===== src/hw/rtl/aot_pkg.sv =====
`timescale 1ns / 1ps
// ----------------------------------------------------------------------------
// aot_pkg
// Shared types and constants of the knob adjusted auto-off light timer.
// ----------------------------------------------------------------------------
package aot_pkg;

    // field widths
    localparam int NOW_W   = 32;
    localparam int TKNOB_W = 10;
    localparam int BKNOB_W = 8;
    localparam int NOTE_W  = 2;
    localparam int DUR_W   = 20;
    localparam int CFG_W   = 32;
    localparam int IDX_W   = 1;

    // configuration register indexes
    localparam logic [IDX_W-1:0] REG_INIT_TIMEOUT = 1'b0;
    localparam logic [IDX_W-1:0] REG_MAX_TIMEOUT  = 1'b1;

    // register reset values
    localparam logic [DUR_W-1:0]   INIT_TIMEOUT_RST = 20'd60000;
    localparam logic [CFG_W-1:0]   MAX_TIMEOUT_RST  = 32'd999000;
    localparam logic [TKNOB_W-1:0] TPOS_RST         = 10'd60;

    // operating modes; code 3 is unused and acts as normal
    localparam logic [1:0] MODE_NORMAL  = 2'd0;
    localparam logic [1:0] MODE_TIMEOUT = 2'd1;
    localparam logic [1:0] MODE_BRIGHT  = 2'd2;

    // notice codes
    localparam logic [NOTE_W-1:0] NOTE_NONE    = 2'd0;
    localparam logic [NOTE_W-1:0] NOTE_TIMEOUT = 2'd1;
    localparam logic [NOTE_W-1:0] NOTE_BRIGHT  = 2'd2;

    // one input beat
    typedef struct packed {
        logic [NOW_W-1:0]   now_ms;
        logic [TKNOB_W-1:0] timeout_knob;
        logic [BKNOB_W-1:0] brightness_knob;
        logic               wake_event;
    } t_item;

    // one result beat
    typedef struct packed {
        logic               updated;
        logic               light_on;
        logic [NOTE_W-1:0]  change_notice;
        logic [NOTE_W-1:0]  end_notice;
        logic [TKNOB_W-1:0] notice_value;
    } t_result;

    // setup values pushed to the core on a register write
    typedef struct packed {
        logic               apply;
        logic [DUR_W-1:0]   off_duration;
        logic [TKNOB_W-1:0] timeout_pos;
    } t_setup;

endpackage


===== src/hw/rtl/aot_in_if.sv =====
`timescale 1ns / 1ps
// ----------------------------------------------------------------------------
// aot_in_if
// Input channel: timestamp, knob positions and wake flag.
// ----------------------------------------------------------------------------
interface aot_in_if;
    logic                          valid;
    logic                          ready;
    logic [aot_pkg::NOW_W-1:0]     now_ms;
    logic [aot_pkg::TKNOB_W-1:0]   timeout_knob;
    logic [aot_pkg::BKNOB_W-1:0]   brightness_knob;
    logic                          wake_event;

    modport source (output valid, now_ms, timeout_knob, brightness_knob, wake_event,
                    input ready);
    modport sink (input valid, now_ms, timeout_knob, brightness_knob, wake_event,
                  output ready);
endinterface


===== src/hw/rtl/aot_out_if.sv =====
`timescale 1ns / 1ps
// ----------------------------------------------------------------------------
// aot_out_if
// Result channel: update flag, light state and notices.
// ----------------------------------------------------------------------------
interface aot_out_if;
    logic                          valid;
    logic                          ready;
    logic                          updated;
    logic                          light_on;
    logic [aot_pkg::NOTE_W-1:0]    change_notice;
    logic [aot_pkg::NOTE_W-1:0]    end_notice;
    logic [aot_pkg::TKNOB_W-1:0]   notice_value;

    modport source (output valid, updated, light_on, change_notice, end_notice,
                    notice_value, input ready);
    modport sink (input valid, updated, light_on, change_notice, end_notice,
                  notice_value, output ready);
endinterface


===== src/hw/rtl/aot_setup.sv =====
`timescale 1ns / 1ps
// ----------------------------------------------------------------------------
// aot_setup
// Configuration registers and derivation of the auto-off duration and the
// seeded timeout knob position.
// ----------------------------------------------------------------------------
module aot_setup (
    input  logic                          i_clk,
    input  logic                          i_rst_n,
    input  logic                          i_cfg_we,
    input  logic [aot_pkg::IDX_W-1:0]     i_cfg_idx,
    input  logic [aot_pkg::CFG_W-1:0]     i_cfg_wdata,
    output aot_pkg::t_setup               o_setup
);
    import aot_pkg::*;

    // x / 1000 == (x * RECIP) >> RSH, exact for any 20-bit x
    localparam int               RSH    = 30;
    localparam logic [20:0]      RECIP  = 21'd1073742;
    localparam logic [CFG_W-1:0] CAP_LIM = 32'd1000000;
    localparam logic [CFG_W-1:0] CAP_VAL = 32'd999000;
    localparam logic [10:0]      POS_MAX = 11'd1023;

    logic [DUR_W-1:0] r_init, n_init;
    logic [CFG_W-1:0] r_max, n_max;
    logic             hit;
    logic [40:0]      prod;
    logic [10:0]      quot;
    logic [CFG_W-1:0] cap;

    // register write decode
    always_comb begin
        n_init = r_init;
        n_max  = r_max;
        hit    = 1'b0;
        if (i_cfg_we) begin
            case (i_cfg_idx)
                REG_INIT_TIMEOUT: begin
                    n_init = i_cfg_wdata[DUR_W-1:0];
                    hit    = 1'b1;
                end
                REG_MAX_TIMEOUT: begin
                    n_max = i_cfg_wdata;
                    hit   = 1'b1;
                end
                default: hit = 1'b0;
            endcase
        end
    end

    // derived setup values from the new register contents
    always_comb begin
        prod = {21'd0, n_init} * {20'd0, RECIP};
        quot = prod[RSH+10:RSH];
        cap  = (n_max >= CAP_LIM) ? CAP_VAL : n_max;
        o_setup.apply        = hit;
        o_setup.timeout_pos  = (quot > POS_MAX) ? POS_MAX[TKNOB_W-1:0] : quot[TKNOB_W-1:0];
        o_setup.off_duration = ({12'd0, n_init} > cap) ? cap[DUR_W-1:0] : n_init;
    end

    always_ff @(posedge i_clk) begin
        if (!i_rst_n) begin
            r_init <= INIT_TIMEOUT_RST;
            r_max  <= MAX_TIMEOUT_RST;
        end else begin
            r_init <= n_init;
            r_max  <= n_max;
        end
    end

endmodule


===== src/hw/rtl/aot_core.sv =====
`timescale 1ns / 1ps
// ----------------------------------------------------------------------------
// aot_core
// Timer state and the per-beat update: elapsed time, mode handling, knob
// notices and the auto-off decision.
// ----------------------------------------------------------------------------
module aot_core (
    input  logic            i_clk,
    input  logic            i_rst_n,
    input  aot_pkg::t_item  i_item,
    input  logic            i_fire,
    input  aot_pkg::t_setup i_setup,
    output aot_pkg::t_result o_result
);
    import aot_pkg::*;

    localparam logic [NOW_W-1:0] MIN_STEP     = 32'd50;
    localparam logic [NOW_W-1:0] SET_WINDOW   = 32'd5000;
    localparam logic [9:0]       MS_PER_S     = 10'd1000;

    logic [NOW_W-1:0]   r_last_time, n_last_time;
    logic [NOW_W-1:0]   r_count, n_count;
    logic [1:0]         r_mode, n_mode;
    logic [TKNOB_W-1:0] r_tpos, n_tpos;
    logic [BKNOB_W-1:0] r_bpos, n_bpos;
    logic [DUR_W-1:0]   r_off, n_off;
    logic               r_light, n_light;

    logic [NOW_W-1:0]   delta;
    logic [NOW_W-1:0]   sum;
    logic               act;
    logic               tchg;
    logic               bchg;
    logic [DUR_W-1:0]   knob_ms;
    logic [NOTE_W-1:0]  chg;
    logic [NOTE_W-1:0]  endn;
    logic [TKNOB_W-1:0] val;

    // step logic
    always_comb begin
        delta   = i_item.now_ms - r_last_time;
        act     = delta >= MIN_STEP;
        sum     = r_count + delta;
        tchg    = i_item.timeout_knob != r_tpos;
        bchg    = i_item.brightness_knob != r_bpos;
        knob_ms = {10'd0, i_item.timeout_knob} * {10'd0, MS_PER_S};

        n_last_time = r_last_time;
        n_count     = r_count;
        n_mode      = r_mode;
        n_tpos      = r_tpos;
        n_bpos      = r_bpos;
        n_off       = r_off;
        n_light     = r_light;
        chg         = NOTE_NONE;
        endn        = NOTE_NONE;
        val         = '0;

        if (i_fire && act) begin
            n_last_time = i_item.now_ms;
            n_count     = sum;
            case (r_mode)
                MODE_TIMEOUT: begin
                    if (tchg) begin
                        n_count = '0;
                        n_tpos  = i_item.timeout_knob;
                        n_off   = knob_ms;
                        chg     = NOTE_TIMEOUT;
                        val     = i_item.timeout_knob;
                    end
                    if (n_count > SET_WINDOW) begin
                        n_mode  = MODE_NORMAL;
                        n_count = '0;
                        endn    = NOTE_TIMEOUT;
                        val     = n_tpos;
                    end
                end
                MODE_BRIGHT: begin
                    if (bchg) begin
                        n_count = '0;
                        n_bpos  = i_item.brightness_knob;
                        chg     = NOTE_BRIGHT;
                        val     = {2'd0, i_item.brightness_knob};
                    end
                    if (n_count > SET_WINDOW) begin
                        n_mode  = MODE_NORMAL;
                        n_count = '0;
                        endn    = NOTE_BRIGHT;
                        val     = {2'd0, i_item.brightness_knob};
                    end
                end
                default: begin
                    // normal mode; the unused code behaves the same
                    if (tchg) begin
                        n_mode  = MODE_TIMEOUT;
                        n_count = '0;
                        n_tpos  = i_item.timeout_knob;
                    end else if (bchg) begin
                        n_mode  = MODE_BRIGHT;
                        n_count = '0;
                        n_bpos  = i_item.brightness_knob;
                    end
                    if (i_item.wake_event) begin
                        n_count = '0;
                    end
                    if (n_count > {12'd0, r_off}) begin
                        n_light = 1'b0;
                        n_count = {12'd0, r_off} + MIN_STEP;
                    end else begin
                        n_light = 1'b1;
                    end
                end
            endcase
        end

        // register write re-applies setup
        if (i_setup.apply) begin
            n_off  = i_setup.off_duration;
            n_tpos = i_setup.timeout_pos;
            if (r_mode == MODE_TIMEOUT) begin
                n_mode = MODE_NORMAL;
            end
        end

        o_result.updated       = i_fire && act;
        o_result.light_on      = n_light;
        o_result.change_notice = chg;
        o_result.end_notice    = endn;
        o_result.notice_value  = val;
    end

    always_ff @(posedge i_clk) begin
        if (!i_rst_n) begin
            r_last_time <= '0;
            r_count     <= '0;
            r_mode      <= MODE_NORMAL;
            r_tpos      <= TPOS_RST;
            r_bpos      <= '0;
            r_off       <= INIT_TIMEOUT_RST;
            r_light     <= 1'b0;
        end else begin
            r_last_time <= n_last_time;
            r_count     <= n_count;
            r_mode      <= n_mode;
            r_tpos      <= n_tpos;
            r_bpos      <= n_bpos;
            r_off       <= n_off;
            r_light     <= n_light;
        end
    end

    // an acting beat moves the reference time to its timestamp
    a_time_follows: assert property (@(posedge i_clk) disable iff (!i_rst_n)
        i_fire && act |=> r_last_time == $past(i_item.now_ms))
        else $error("last update time not taken from acting beat");

    // an early beat leaves the count alone
    a_early_hold: assert property (@(posedge i_clk) disable iff (!i_rst_n)
        i_fire && !act |=> r_count == $past(r_count))
        else $error("count changed on an early beat");

    // the light only goes off on an acting beat
    a_light_off: assert property (@(posedge i_clk) disable iff (!i_rst_n)
        $fell(r_light) |-> $past(i_fire && act))
        else $error("light went off without an acting beat");

    // an end notice returns the block to normal mode
    a_end_normal: assert property (@(posedge i_clk) disable iff (!i_rst_n)
        i_fire && (endn != NOTE_NONE) |=> r_mode == MODE_NORMAL)
        else $error("end notice without return to normal mode");

endmodule


===== src/hw/rtl/knob_adjusted_auto_off_timer_top.sv =====
`timescale 1ns / 1ps
// ----------------------------------------------------------------------------
// knob_adjusted_auto_off_timer_top
// Auto-off light timer with knob adjustment: input register, timer core,
// setup registers and result register.
// ----------------------------------------------------------------------------
//  channel   dir  handshake      payload
//  i_in      in   valid/ready    now_ms, timeout_knob, brightness_knob, wake_event
//  o_out     out  valid/ready    updated, light_on, change_notice, end_notice,
//                                notice_value
//  i_cfg_*   in   write enable   i_cfg_idx, i_cfg_wdata
//
//  One result beat per input beat, through the input register and then the
//  result register. Sustained rate is one beat per cycle while o_out.ready
//  stays high; the single update stage between these two registers sets it.
//  Synchronous active-low reset; no clearing pass, ready right after reset.
//  A stalled result register holds the input register, which then drops ready.
// ----------------------------------------------------------------------------
module knob_adjusted_auto_off_timer_top (
    input  logic                          i_clk,
    input  logic                          i_rst_n,
    aot_in_if.sink                        i_in,
    aot_out_if.source                     o_out,
    input  logic                          i_cfg_we,
    input  logic [aot_pkg::IDX_W-1:0]     i_cfg_idx,
    input  logic [aot_pkg::CFG_W-1:0]     i_cfg_wdata
);
    import aot_pkg::*;

    logic    r_in_valid;
    t_item   r_in;
    logic    r_out_valid;
    t_result r_out;
    logic    proc_ready;
    logic    proc_fire;
    t_result result;
    t_setup  setup;

    // handshake control
    assign proc_ready = !r_out_valid || o_out.ready;
    assign proc_fire  = r_in_valid && proc_ready;
    assign i_in.ready = !r_in_valid || proc_fire;

    aot_setup u_setup (
        .i_clk       (i_clk),
        .i_rst_n     (i_rst_n),
        .i_cfg_we    (i_cfg_we),
        .i_cfg_idx   (i_cfg_idx),
        .i_cfg_wdata (i_cfg_wdata),
        .o_setup     (setup)
    );

    aot_core u_core (
        .i_clk    (i_clk),
        .i_rst_n  (i_rst_n),
        .i_item   (r_in),
        .i_fire   (proc_fire),
        .i_setup  (setup),
        .o_result (result)
    );

    // valid flags
    always_ff @(posedge i_clk) begin
        if (!i_rst_n) begin
            r_in_valid  <= 1'b0;
            r_out_valid <= 1'b0;
        end else begin
            if (i_in.ready) begin
                r_in_valid <= i_in.valid;
            end
            if (proc_ready) begin
                r_out_valid <= r_in_valid;
            end
        end
    end

    // payload registers
    always_ff @(posedge i_clk) begin
        if (i_in.valid && i_in.ready) begin
            r_in.now_ms          <= i_in.now_ms;
            r_in.timeout_knob    <= i_in.timeout_knob;
            r_in.brightness_knob <= i_in.brightness_knob;
            r_in.wake_event      <= i_in.wake_event;
        end
        if (proc_fire) begin
            r_out <= result;
        end
    end

    assign o_out.valid         = r_out_valid;
    assign o_out.updated       = r_out.updated;
    assign o_out.light_on      = r_out.light_on;
    assign o_out.change_notice = r_out.change_notice;
    assign o_out.end_notice    = r_out.end_notice;
    assign o_out.notice_value  = r_out.notice_value;

endmodule

===== src/flat_wrapper.sv =====
// flat-port wrapper written by rule: the top's interface ports become plain ports
module knob_adjusted_auto_off_timer_top_flat import aot_pkg::*;
  (i_clk, i_rst_n, i_cfg_we, i_cfg_idx, i_cfg_wdata, i_in_valid, i_in_now_ms, i_in_timeout_knob, i_in_brightness_knob, i_in_wake_event, i_in_ready, o_out_valid, o_out_updated, o_out_light_on, o_out_change_notice, o_out_end_notice, o_out_notice_value, o_out_ready);
  aot_in_if i_in_i ();
  aot_out_if o_out_i ();
  input  logic i_clk;
  input  logic i_rst_n;
  input  logic i_cfg_we;
  input  logic [aot_pkg::IDX_W-1:0] i_cfg_idx;
  input  logic [aot_pkg::CFG_W-1:0] i_cfg_wdata;
  input wire logic [$bits(i_in_i.valid)-1:0] i_in_valid;
  input wire logic [$bits(i_in_i.now_ms)-1:0] i_in_now_ms;
  input wire logic [$bits(i_in_i.timeout_knob)-1:0] i_in_timeout_knob;
  input wire logic [$bits(i_in_i.brightness_knob)-1:0] i_in_brightness_knob;
  input wire logic [$bits(i_in_i.wake_event)-1:0] i_in_wake_event;
  output wire logic [$bits(i_in_i.ready)-1:0] i_in_ready;
  output wire logic [$bits(o_out_i.valid)-1:0] o_out_valid;
  output wire logic [$bits(o_out_i.updated)-1:0] o_out_updated;
  output wire logic [$bits(o_out_i.light_on)-1:0] o_out_light_on;
  output wire logic [$bits(o_out_i.change_notice)-1:0] o_out_change_notice;
  output wire logic [$bits(o_out_i.end_notice)-1:0] o_out_end_notice;
  output wire logic [$bits(o_out_i.notice_value)-1:0] o_out_notice_value;
  input wire logic [$bits(o_out_i.ready)-1:0] o_out_ready;
  assign i_in_i.valid = i_in_valid;
  assign i_in_i.now_ms = i_in_now_ms;
  assign i_in_i.timeout_knob = i_in_timeout_knob;
  assign i_in_i.brightness_knob = i_in_brightness_knob;
  assign i_in_i.wake_event = i_in_wake_event;
  assign i_in_ready = i_in_i.ready;
  assign o_out_valid = o_out_i.valid;
  assign o_out_updated = o_out_i.updated;
  assign o_out_light_on = o_out_i.light_on;
  assign o_out_change_notice = o_out_i.change_notice;
  assign o_out_end_notice = o_out_i.end_notice;
  assign o_out_notice_value = o_out_i.notice_value;
  assign o_out_i.ready = o_out_ready;
  knob_adjusted_auto_off_timer_top u_core (.i_clk(i_clk), .i_rst_n(i_rst_n), .i_in(i_in_i), .o_out(o_out_i), .i_cfg_we(i_cfg_we), .i_cfg_idx(i_cfg_idx), .i_cfg_wdata(i_cfg_wdata));
endmodule

===== config.mk =====
export PLATFORM = sky130hd
export DESIGN_NAME = knob_adjusted_auto_off_timer_top_flat
export DESIGN_NICKNAME = d
export VERILOG_FILES = /design/src/hw/rtl/aot_pkg.sv /design/src/hw/rtl/aot_in_if.sv /design/src/hw/rtl/aot_out_if.sv /design/src/hw/rtl/aot_setup.sv /design/src/hw/rtl/aot_core.sv /design/src/hw/rtl/knob_adjusted_auto_off_timer_top.sv /design/src/flat_wrapper.sv
export SDC_FILE = /design/constraint.sdc
export NUM_CORES = 1
export LEC_CHECK = 0
export ABC_CLOCK_PERIOD_IN_PS = 16900
export BUFFER_PORTS_ARGS = -buffer_cell sky130_fd_sc_hd__clkbuf_2
export CORE_UTILIZATION = 58
export CTS_CLUSTER_DIAMETER = 80
export DETAILED_ROUTE_END_ITERATION = 12
export PLACE_DENSITY = 0.74
export SLEW_MARGIN = 20
export SYNTH_ARGS = -nofsm -noshare
export SYNTH_HDL_FRONTEND = slang
export SYNTH_SLANG_ARGS = --single-unit

===== constraint.sdc =====
create_clock -name i_clk -period 16.9 [get_ports i_clk]
set_input_delay 3.38 -clock i_clk [delete_from_list [all_inputs] [get_ports i_clk]]
set_output_delay 3.38 -clock i_clk [all_outputs]
set_load 0.02 [all_outputs]

# Word level (Yosys, flattened, before mapping)
# Cells that the tools add are included.
dict set report totals {
  register_bits 226
  in_bits 89
  out_inout_bits 18
  wordCells 108
}
dict set report classes {
  addsub 3
  mul 2
  order_cmp 7
  n_eq_ne 6
  muxes 55
  bitwise_logic 1
  n_reduce_logical 14
}
# operator count
set op_table {}
lappend op_table {{$mux 32} 16}
lappend op_table {{$mux 20} 7}
lappend op_table {{$mux 10} 8}
lappend op_table {{$gt 32x13->1 const B} 2}
lappend op_table {{$pmux 32 s2} 1}
lappend op_table {{$mul 20x20->40 const B} 1}
lappend op_table {{$add 32x32->32} 1}
lappend op_table {{$ge 32x20->1 const B} 1}
lappend op_table {{$ge 32x6->1 const B} 1}
lappend op_table {{$gt 20x32->1} 1}
lappend op_table {{$gt 32x20->1} 1}
lappend op_table {{$sub 32x32->32} 1}
lappend op_table {{$mux 8} 3}
lappend op_table {{$add 20x6->21 const B} 1}
lappend op_table {{$pmux 10 s2} 1}
lappend op_table {{$mux 2} 9}
lappend op_table {{$mul 10x7->17 const B} 1}
lappend op_table {{$pmux 8 s2} 1}
lappend op_table {{$pmux 2 s2} 3}
lappend op_table {{$gt 11x10->1 const B} 1}
lappend op_table {{$ne 10x10->1} 1}
lappend op_table {{$ne 8x8->1} 1}
lappend op_table {{$mux 1} 6}
lappend op_table {{$reduce_and 3->1} 2}
lappend op_table {{other kinds (10)} 17}

# Logic depth before layout (Yosys ltp)
# Gate-level depths: netlist of run 1.
dict set report logic_depth {
  depth_word 11
  ltp_mapped 31
  mapped_depth_nobuf 28
}

# Modules after synthesis
# From an unflattened synthesis of run 1, not the netlist that was laid out.
dict set report unflattened {
  hier_cells 2455
  hier_area_um2 21977.3
}
# mod instances cells_each area_each_um2 seq_area_each_um2
set modules_own_cells {}
lappend modules_own_cells {aot_core 1 1514 11737.5 2102.0}
lappend modules_own_cells {aot_setup 1 865 8124.0 1041.0}
lappend modules_own_cells {knob_adjusted_auto_off_timer_top 1 76 2115.8 2052.0}

# Worst setup path before layout of run 1
# Ideal clock, no wire load.
dict set report synth_timing {
  path_kind {input-to-reg}
  startpoint {input port i_cfg_idx}
  endpoint {register u_core.u_core.r_tpos[2]}
  setup_ps 120
  arrival_ps 10237
  t_required_ps 16780
  slack_ps 6543
  stages 23
  path_buffers 2
  path_cell_list {nand2b_1 clkbuf_1 buf_1 mux2_2 ha_1 ha_1 fa_1 inv_1 fa_1 inv_1 fa_1 fa_1 ha_1 ha_1 and2_1 a221oi_1 o2111ai_1 o2111ai_1 o31a_1 o211ai_1 o211ai_1 a211oi_1 a211o_1}
}
dict set report synth_between {
  elab_chain_len 6
}
# element line
set synth_lines {}
lappend synth_lines {{from (decl)} flat_wrapper.sv:9} ;# input logic [aot_pkg::IDX_W-1:0] i_cfg_idx;
lappend synth_lines {{$mux 20 *} aot_setup.sv:37} ;# case (i_cfg_idx)
lappend synth_lines {{$mux 20 *} aot_setup.sv:36} ;# if (i_cfg_we) begin
lappend synth_lines {{named net u_core.u_setup.n_init[8]} aot_setup.sv:24} ;# logic [DUR_W-1:0] r_init, n_init;
lappend synth_lines {{$mul 20x20->40 *} aot_setup.sv:53} ;# prod = {21'd0, n_init} * {20'd0, RECIP};
lappend synth_lines {{$gt 11x10->1} aot_setup.sv:57} ;# o_setup.timeout_pos = (quot > POS_MAX) ? POS_MAX[TKNOB_W-1:0] : quot[TKNOB_W-1:0];
lappend synth_lines {{$mux 10 *} aot_setup.sv:57}
lappend synth_lines {{$mux 10 *} aot_core.sv:117} ;# if (i_setup.apply) begin
lappend synth_lines {{to (signal assigned)} aot_core.sv:145} ;# r_tpos <= n_tpos;
lappend synth_lines {{to (decl)} aot_core.sv:24} ;# logic [TKNOB_W-1:0] r_tpos, n_tpos;
# The timed path passes the listed nets; every way through them passes the cells marked *.
# A chain may end at the register's enable or synchronous reset.

# Worst setup path in the final report of run 1
dict set report layout_timing {
  startpoint {input port i_cfg_we}
  endpoint {register u_core.u_core.r_tpos[2]}
}
dict set report layout_between {
  elab_chain_len 5
  word_cells_on_any_way 9
  cone_classes {mul (1); order compare (1); eq/ne (1); mux (4); reduce/logical (2)}
}
# element line
set layout_lines {}
lappend layout_lines {{from (decl)} flat_wrapper.sv:8} ;# input logic i_cfg_we;
lappend layout_lines {{$mux 20 *} aot_setup.sv:36}
lappend layout_lines {{named net u_core.u_setup.n_init[5]} aot_setup.sv:24}
lappend layout_lines {{$mul 20x20->40 *} aot_setup.sv:53}
lappend layout_lines {{$gt 11x10->1} aot_setup.sv:57}
lappend layout_lines {{$mux 10 *} aot_setup.sv:57}
lappend layout_lines {{$mux 10 *} aot_core.sv:117}
# Marked as above.

==> results_dict.tcl, run 1 <==
set metrics [dict create \
    fin_nets 3000 \
    power_leakage_nw 10.84 \
    initial_core_util_pct 59.20 \
    rsz0062_at_grt "false" \
    yosys.area.top_type "ha_1" \
    max-cap-violations 0 \
    grt_max_degree 55 \
    cts.repair.resized 0 \
    die_area_um2 38330 \
    cts_tree "done" \
    cts_setup_buffers 0 \
    cts.path.max_buffers 3 \
    dr_wl_met2_mm 28.39 \
    antenna_found_initial 0 \
    dp_hpwl_mm 46.14 \
    fin_crit_ps 10730 \
    syn_inst 2425 \
    topRoutingLayerUsed "met4" \
    clock-sinks 226 \
    dr.pass1.iters 7 \
    ys_top_cells_by_area "ha_1 (18%), dfxtp_1 (15%), fa_1 (11%)" \
    clkLatencyLatePin_ps 560 \
    crit_arrival_ps 11170 \
    synth-seq-cells 226 \
    viasPerCell 6.056 \
    grt.total_usage_pct 30.66 \
    cts.clk_slew.worst_paths_ps 60 \
    final_cell_mix "ha_1 (317), inv_1 (277), nand2_1 (243)" \
    setup_viol 0 \
    synth.top_cell.area_share_pct 18.21 \
    cp_slowest_cell "o211ai_1" \
    syn_area_um2 21780 \
    drc 0 \
    grt_pass1_wl_mm 93.94 \
    yosysWarnings 0 \
    met3_length_mm 2.556 \
    die_w_um 195.8 \
    tightest_slew_ps 1067 \
    avgSynthCellArea_um2 8.980 \
    hold_viol 0 \
    seq_area_frac_synth_pct 23.86 \
    drive_gt1_share_pct 9.211 \
    antenna_cells 0 \
    worstSetupEndpointType "flip-flop" \
    slew_headroom_pct 28.63 \
    cp_slowest_stage_delay_ps 560 \
    gp_congestion 0.9274 \
    cts-root-buf "clkbuf_16" \
    post-place-ws_ps 5214 \
    max_freq_ghz 0.09319 \
    cts_made_buffers 26 \
    detail-route-antenna-nets 0 \
    peakVddDrop_v 0.0002091 \
    die_h_um 195.8 \
    syn_to_final_growth_pct 7.527 \
    first_iter_violations 1117 \
    critPathTopFamily "adder cells" \
    wl_per_cell_um 19.47 \
    startpoint_type "input pin" \
    synthFlopType "dfxtp_1" \
    synth-async-reset-ratio_pct 0 \
    yosysUniqueCellTypes 99 \
    num_rows 70 \
    met1_length_mm 24.21 \
    pin_count 107 \
    hold_class "reg -> reg" \
    crit_required_ps 17340 \
    route.vias.total 17960 \
    synth-edff-count 67 \
    io_buffers 106 \
    fin_skew_ps 13.31 \
    outcome "finished, final reports clean" \
    pwr_density_cell_nw_per_um2 114.8 \
    layout_commonest_cell "ha_1" \
    core-area_um2 36790 \
    post-route-period-util_pct 63.49 \
    syn-num-nets 2948 \
    maxSlewViolCount 0 \
    cp_num_buf_inv 7 \
    first_global_vias 18340 \
    drt-total-wl_mm 57.74 \
    htree_num_levels 1 \
    hold_buffers 0 \
    path_max_fanout 42 \
    overflow 0 \
    setup_ws_ps 6170 \
    setup_tns_ps 0 \
    setup.worst_path.class "in -> reg" \
]
layer usage:
| layer | vias to the layer above | global-route usage, % |
|---|---|---|
| li1 | 8705 | - |
| met1 | 8640 | 37.72 |
| met2 | 463 | 54.18 |
| met3 | 147 | 4.006 |
| met4 | 0 | 12.53 |
| met5 | - | 0 |
state kept, by name (all words and copies together) (netlist names), 2 cells and up:
signal / cells
u_core.u_core.r_bpos: 8
u_core.o_out.notice_value: 10
u_core.o_out.end_notice: 2
u_core.u_core.r_tpos: 10
u_core.u_core.r_count: 32
u_core.u_core.r_off: 20
u_core.r_in: 51
u_core.u_core.r_mode: 2
u_core.u_core.r_last_time: 32
u_core.o_out.change_notice: 2
u_core.u_setup.r_init: 20
u_core.u_setup.r_max: 32
layout make-up:
| class | count | area, um2 |
|---|---|---|
| clock buffers | 34 | 721.9 |
| repair buffers | 117 | 613.1 |
| flip-flops and latches | 226 | 5195 |
| fillers | 3144 | 13370 |
| inverters | 281 | 1055 |
| clock inverters | 14 | 130.1 |
| multi-input cells | 1825 | 15120 |
| well taps | 468 | 585.6 |
path summary, 6_finish.rpt:
kind | startpoint | endpoint | slack [ps] | cells past startpoint
worst max-delay path | i_cfg_we | u_core.u_core.r_tpos[2] | 6170 | 27
worst max register to register | u_core.r_in[30] | u_core.u_core.r_count[0] | 9570 | 24
worst min-delay path | u_core.u_core.r_last_time[16] | u_core.u_core.r_last_time[16] | 450 | 2
worst min register to register | u_core.u_core.r_last_time[16] | u_core.u_core.r_last_time[16] | 450 | 2
synth_stat cells (13+ instances only):
cell type,n
edfxtp_1,67
nand4_1,37
xor2_1,49
and2_1,33
inv_1,277
or2_2,15
dfxtp_1,159
a211oi_1,20
nor4_1,23
or3_1,18
ha_1,317
nor2b_1,24
nand3_1,49
o21ai_0,69
nand2b_1,13
nand2_1,243
o211ai_1,24
a22o_1,15
buf_2,27
a21o_1,40
nor2_1,109
and3_1,28
clkbuf_1,57
a21oi_1,170
mux2i_1,64
nor3_1,38
o21a_1,20
fa_1,117
xnor2_1,52
a211o_1,13
o21bai_1,16
where the power goes:
part           switching, mW  internal, mW
registers             0.0237         0.589
logic                  0.890         0.620
clock network          0.234         0.331
through the flow:
| step | utilization (%) | hold WS, ps | power, mW | std cells | cell area (um2) |
|---|---|---|---|---|---|
| after floorplan | - | 431.0 | 1.723 | 2425 | 21780 |
| after global placement | 61.33 | 441.8 | 2.084 | 2917 | 22560 |
| after detailed placement | 61.33 | 446.5 | 2.124 | 2917 | 22560 |
| after CTS | 63.65 | 454.8 | 2.698 | 2965 | 23410 |
| after global routing | 63.66 | 468.7 | 2.933 | 2965 | 23420 |
| final | 63.66 | 453.8 | 2.688 | 2965 | 23420 |
kinds of logic after synthesis:
| family | Yosys count | synth area share (%) |
|---|---|---|
| fa+ha+maj | 434 | 28.97 |
| buf+inv | 374 | 6.774 |
| xor+xnor | 102 | 4.165 |
| simple gates | 673 | 15.44 |
| compound gates | 540 | 17.23 |
| flops | 226 | 23.86 |
| mux | 76 | 3.562 |
worst min-delay path: stages (launching register included):
cell and delay (ps):
dfxtp_1 300, nand2_1 50, a21oi_1 50
Note: power is estimated with default switching activity, not from simulation.
==> run 2, diff against run 1 <==
--- a/config.mk
+++ b/config.mk
@@ -5,12 +5,13 @@
 export SDC_FILE = /design/constraint.sdc
 export NUM_CORES = 1
 export LEC_CHECK = 0
-export ABC_CLOCK_PERIOD_IN_PS = 16900
+export ABC_AREA = 1
+export ABC_CLOCK_PERIOD_IN_PS = 9670
 export BUFFER_PORTS_ARGS = -buffer_cell sky130_fd_sc_hd__clkbuf_2
 export CORE_UTILIZATION = 58
 export CTS_CLUSTER_DIAMETER = 80
 export DETAILED_ROUTE_END_ITERATION = 12
-export PLACE_DENSITY = 0.74
+export PLACE_DENSITY = 0.77
 export SLEW_MARGIN = 20
 export SYNTH_ARGS = -nofsm -noshare
 export SYNTH_HDL_FRONTEND = slang
==> constraint.sdc (replaced) <==
create_clock -name i_clk -period 9.67 [get_ports i_clk]
set_input_delay 1.934 -clock i_clk [delete_from_list [all_inputs] [get_ports i_clk]]
set_output_delay 1.934 -clock i_clk [all_outputs]
set_load 0.02 [all_outputs]
==> results_dict.tcl, run 2 <==
set metrics [dict create \
    cts-root-buf "clkbuf_16" \
    overflow 0 \
    drt-total-wl_mm 72.51 \
    cts_setup_buffers 0 \
    crit_cells 26 \
    synth_common_cells "nand2_1 (824), inv_1 (649), ha_1 (317)" \
    fin_skew_ps 25.01 \
    max_freq_ghz 0.1189 \
    clkLatencyLatePin_ps 570 \
    cts_tree "done" \
    cts.repair.resized 0 \
    synth-seq-cells 226 \
    dr.pass1.iters 6 \
    path_max_fanout 40 \
    cts.clk_slew.worst_paths_ps 60 \
    first_global_vias 21580 \
    crit_arrival_ps 8850 \
    yosysWarnings 0 \
    syn_to_final_growth_pct 7.882 \
    antenna_cells 0 \
    grt_util_met2_pct 51.29 \
    stdcell_area_um2 25720 \
    fin_crit_ps 8413 \
    regMostFlops "u_core.r_in" \
    whs_ps 446.9 \
    num_rows 73 \
    syn_inst 3418 \
    cts_made_buffers 27 \
    outcome "finished, final reports clean" \
    wl_per_cell_um 17.96 \
    hold_buffers 0 \
    pin_count 107 \
    detail-route-antenna-nets 0 \
    hold_depth 2 \
    synth-async-reset-ratio_pct 0 \
    seq_area_frac_synth_pct 21.79 \
    layout_commonest_cell "nand2_1" \
    use_met1_pct 51.37 \
    avgSynthCellArea_um2 6.976 \
    ys_top_cells_by_area "ha_1 (17%), dfxtp_1 (13%), nand2_1 (13%)" \
    post-route-util_pct 64.15 \
    cpMostUsedCell "ha_1" \
    clock-sinks 226 \
    core-area_um2 40100 \
    cp_num_buf_inv 4 \
    final_cell_mix "nand2_1 (824), inv_1 (648), ha_1 (317)" \
    r2r_cells 26 \
    max-cap-violations 0 \
    setup.worst_path.class "in -> reg" \
    cp_slowest_stage_delay_ps 860 \
    grt.busiest_layer "met1" \
    first_iter_violations 2208 \
    fin_nets 4015 \
    tightest_slew_ps 1076 \
    worstSetupEndpointType "flip-flop" \
    drc 0 \
    critPathTopFamily "adder cells" \
    drive_gt1_share_pct 6.718 \
    hold_viol 0 \
    htree_num_levels 1 \
    die_w_um 204.8 \
    initial_core_util_pct 59.47 \
    antenna_found_initial 0 \
    io_buffers 106 \
    setup_viol 0 \
    gp_congestion 1.001 \
    place_area_um2 24760 \
    yosysUniqueCellTypes 60 \
    syn-num-nets 3941 \
    post-route-period-util_pct 87.01 \
    synth.top_cell.area_share_pct 16.63 \
    largest_reg_flops 51 \
    grt_pass1_wl_mm 114.4 \
    die_area_um2 41920 \
    rsz0062_at_grt "false" \
    cts.path.max_buffers 3 \
    startpoint_type "input pin" \
    grt_max_degree 98 \
    grt.total_usage_pct 35.12 \
    maxSlewViolCount 0 \
    grt_use_met3_pct 7.477 \
    crit_required_ps 10110 \
    route.vias.total 22670 \
    setup_tns_ps 0 \
    synth-edff-count 67 \
    syn_area_um2 23840 \
    yosys.area.top_type "ha_1" \
    peakVddDrop_v 0.0003803 \
    pwr_density_cell_nw_per_um2 260.0 \
    synthFlopType "dfxtp_1" \
    slew_headroom_pct 28.27 \
    cp_slowest_cell "o21ai_0" \
    synth.most_common_cell "nand2_1" \
    power_leakage_nw 13.41 \
    viasPerCell 5.614 \
    die_h_um 204.8 \
    hold_class "reg -> reg" \
    dp_hpwl_mm 59.48 \
]
## run 2: path summary, 6_finish.rpt
| kind | slack [ps] | from | to |
|---|---|---|---|
| hold reg to reg | 450 | u_core.u_core.r_count[24] | u_core.u_core.r_count[24] |
| hold / removal | 450 | u_core.u_core.r_count[24] | u_core.u_core.r_count[24] |
| setup / recovery | 1260 | i_cfg_idx | u_core.u_core.r_tpos[6] |
| setup reg to reg | 3370 | u_core.u_setup.r_init[15] | u_core.u_core.r_tpos[6] |
## run 2: cell families (layout without fill, tap and decap cells)
group	count (synthesis)	after routing	share of synthesized area [%]
flip-flops	226	226	21.79
adder cells (fa/ha/maj)	434	434	26.46
AO/OA/AOI/OAI	464	464	10.64
AND/OR/NAND/NOR	1484	1484	26.34
buffers and inverters	737	832	11.98
XOR/XNOR	54	54	1.984
multiplexers	19	19	0.8133
## run 2: layer usage
metal / routed length (um) / vias up / part of all wire [%]
met5: 0 / - / 0
met2: 29500 / 911 / 41
met4: 2129 / 0 / 2.9
met3: 7039 / 136 / 9.7
li1: - / 11080 / -
met1: 33840 / 10550 / 47
## run 2: metrics by stage
stage / power, mW / std cells / setup WS, ps
5_1_grt: 7.345 / 4038 / 825.7
3_5_place_dp: 5.507 / 3988 / 726.6
4_1_cts: 6.628 / 4038 / 1281
6_report: 6.687 / 4038 / 1257
3_3_place_gp: 5.446 / 3988 / 747.9
2_1_floorplan: 4.261 / 3418 / 1822
## run 2: cell type report
type                            count  area, um2
Inverter                          665       2504
Tap cell                          525      656.9
Multi-Input combinational cell   2455      15800
Timing Repair Buffer              117      613.1
Clock inverter                     19      237.7
Sequential cell                   226       5195
Fill cell                        3769      14370
Clock buffer                       31      720.7
## run 2: power by group
group / internal, mW / leakage, nW / switching [mW] / total, mW
sequential: 1.04 / 1.96 / 0.0475 / 1.09
clock: 0.650 / 0.472 / 0.438 / 1.09
combinational: 1.60 / 11.0 / 2.91 / 4.51
## run 2: tightest hold or removal path, stage by stage, from the launching register on
cell and delay, ps:
dfxtp_1 310, nand2_1 60, nor2_1 30
==> run 3, diff against run 2 <==
--- a/config.mk
+++ b/config.mk
@@ -11,6 +11,7 @@
 export CORE_UTILIZATION = 58
 export CTS_CLUSTER_DIAMETER = 80
 export DETAILED_ROUTE_END_ITERATION = 12
+export GPL_TIMING_DRIVEN = 0
 export PLACE_DENSITY = 0.77
 export SLEW_MARGIN = 20
 export SYNTH_ARGS = -nofsm -noshare
==> results_dict.tcl, run 3 (synthesis gave the netlist of run 2 again) <==
set metrics [dict create \
    outcome "finished, final reports clean" \
    clock-sinks 226 \
    final_cell_mix "nand2_1 (824), inv_1 (648), ha_1 (317)" \
    initial_core_util_pct 59.47 \
    startpoint_type "input pin" \
    cts.repair.resized 0 \
    viasPerCell 5.688 \
    die_w_um 204.8 \
    setup_tns_ps 0 \
    io_buffers 105 \
    post-place-ws_ps 280.4 \
    fin_nets 4076 \
    power_leakage_nw 13.54 \
    dr.pass1.iters 6 \
    cp_slowest_stage_delay_ps 560 \
    core-area_um2 40100 \
    detail-route-antenna-nets 0 \
    post-route-period-util_pct 92.82 \
    wl_per_cell_um 18.39 \
    die_h_um 204.8 \
    pwr_density_cell_nw_per_um2 254.3 \
    grt_max_degree 31 \
    gp_congestion 0.9856 \
    max-cap-violations 0 \
    clkLatencyLatePin_ps 550 \
    drc 0 \
    worstSetupEndpointType "flip-flop" \
    crit_required_ps 10060 \
    peakVddDrop_v 0.0005068 \
    max_freq_ghz 0.1114 \
    cts_setup_buffers 0 \
    critPathTopFamily "adder cells" \
    maxSlewViolCount 0 \
    regMostFlops "u_core.r_in" \
    layout_commonest_cell "nand2_1" \
    cp_num_buf_inv 11 \
    num_rows 73 \
    drive_gt1_share_pct 7.305 \
    crit_arrival_ps 9360 \
    route.vias.total 23310 \
    cts_made_buffers 26 \
    topRoutingLayerUsed "met4" \
    grt_pass1_wl_mm 119.4 \
    syn_to_final_growth_pct 9.062 \
    tightest_slew_ps 1207 \
    die_area_um2 41920 \
    cts.clk_slew.worst_paths_ps 60 \
    total_power_mw 6.614 \
    dp_hpwl_mm 63.33 \
    whs_ps 449.5 \
    first_iter_violations 2433 \
    largest_reg_flops 51 \
    cp_slowest_cell "o31ai_1" \
    antenna_cells 0 \
    drt-total-wl_mm 75.36 \
    setup.worst_path.class "in -> reg" \
    first_global_vias 22900 \
    grt.total_usage_pct 36.63 \
    setup_ws_ps 693.9 \
    htree_num_levels 1 \
    rsz0062_at_grt "false" \
    met1_length_mm 33.94 \
    hold_viol 0 \
    fin_crit_ps 8976 \
    cts-root-buf "clkbuf_16" \
    dr_wl_met2_mm 32.47 \
    slew_headroom_pct 19.57 \
    fin_skew_ps 20.43 \
    cts_tree "done" \
    cpMostUsedCell "inv_1" \
    setup_viol 0 \
    cts.path.max_buffers 3 \
    antenna_found_initial 0 \
    overflow 0 \
    met3_length_mm 6.880 \
    hold_buffers 0 \
    pin_count 107 \
    path_max_fanout 10 \
    post-route-util_pct 64.85 \
    hold_class "reg -> reg" \
]
[run 3: area by class of cell]
class	count	area (um2)
multi-input cells	2455	15800
plain buffers	72	354.1
fillers	3651	14090
flip-flops and latches	226	5195
clock buffers	33	738.2
clock inverters	15	181.4
inverters	665	2502
repair buffers	107	573.1
well taps	525	656.9
[run 3: metrics by stage]
stage               instance area (um2)  std cells
floorplan                         23840       3418
global placement                  25030       4048
detailed placement                25090       4050
CTS                               26000       4098
global route                      26000       4098
finish                            26000       4098
[run 3: routing by layer]
layer  vias to the layer above  GRT usage (%)
met1                     10920          52.46
met3                       147          5.027
met2                      1037          57.29
li1                      11210              -
met5                         -              0
met4                         0          10.23
[run 3: worst paths after layout]
kind                                             endpoint                 startpoint  depth (start not counted)  slack [ps]
worst min register to register  u_core.u_core.r_count[22]  u_core.u_core.r_count[22]                          2         450
worst max-delay path              u_core.u_core.r_tpos[2]                   i_cfg_we                         30         690
worst min-delay path            u_core.u_core.r_count[22]  u_core.u_core.r_count[22]                          2         450
worst max register to register    u_core.u_core.r_tpos[2]   u_core.u_setup.r_init[5]                         26        3030
[run 3: worst min-delay path, cell delays in order, from the launching register on]
cell,delay (ps)
dfxtp_1,310
nand2_1,60
nor2_1,40
[run 3: where the power goes]
group          total (mW)  switching (mW)  internal, mW
Combinational        4.48            2.89          1.59
Clock                1.05           0.421         0.624
Sequential           1.09          0.0470          1.04
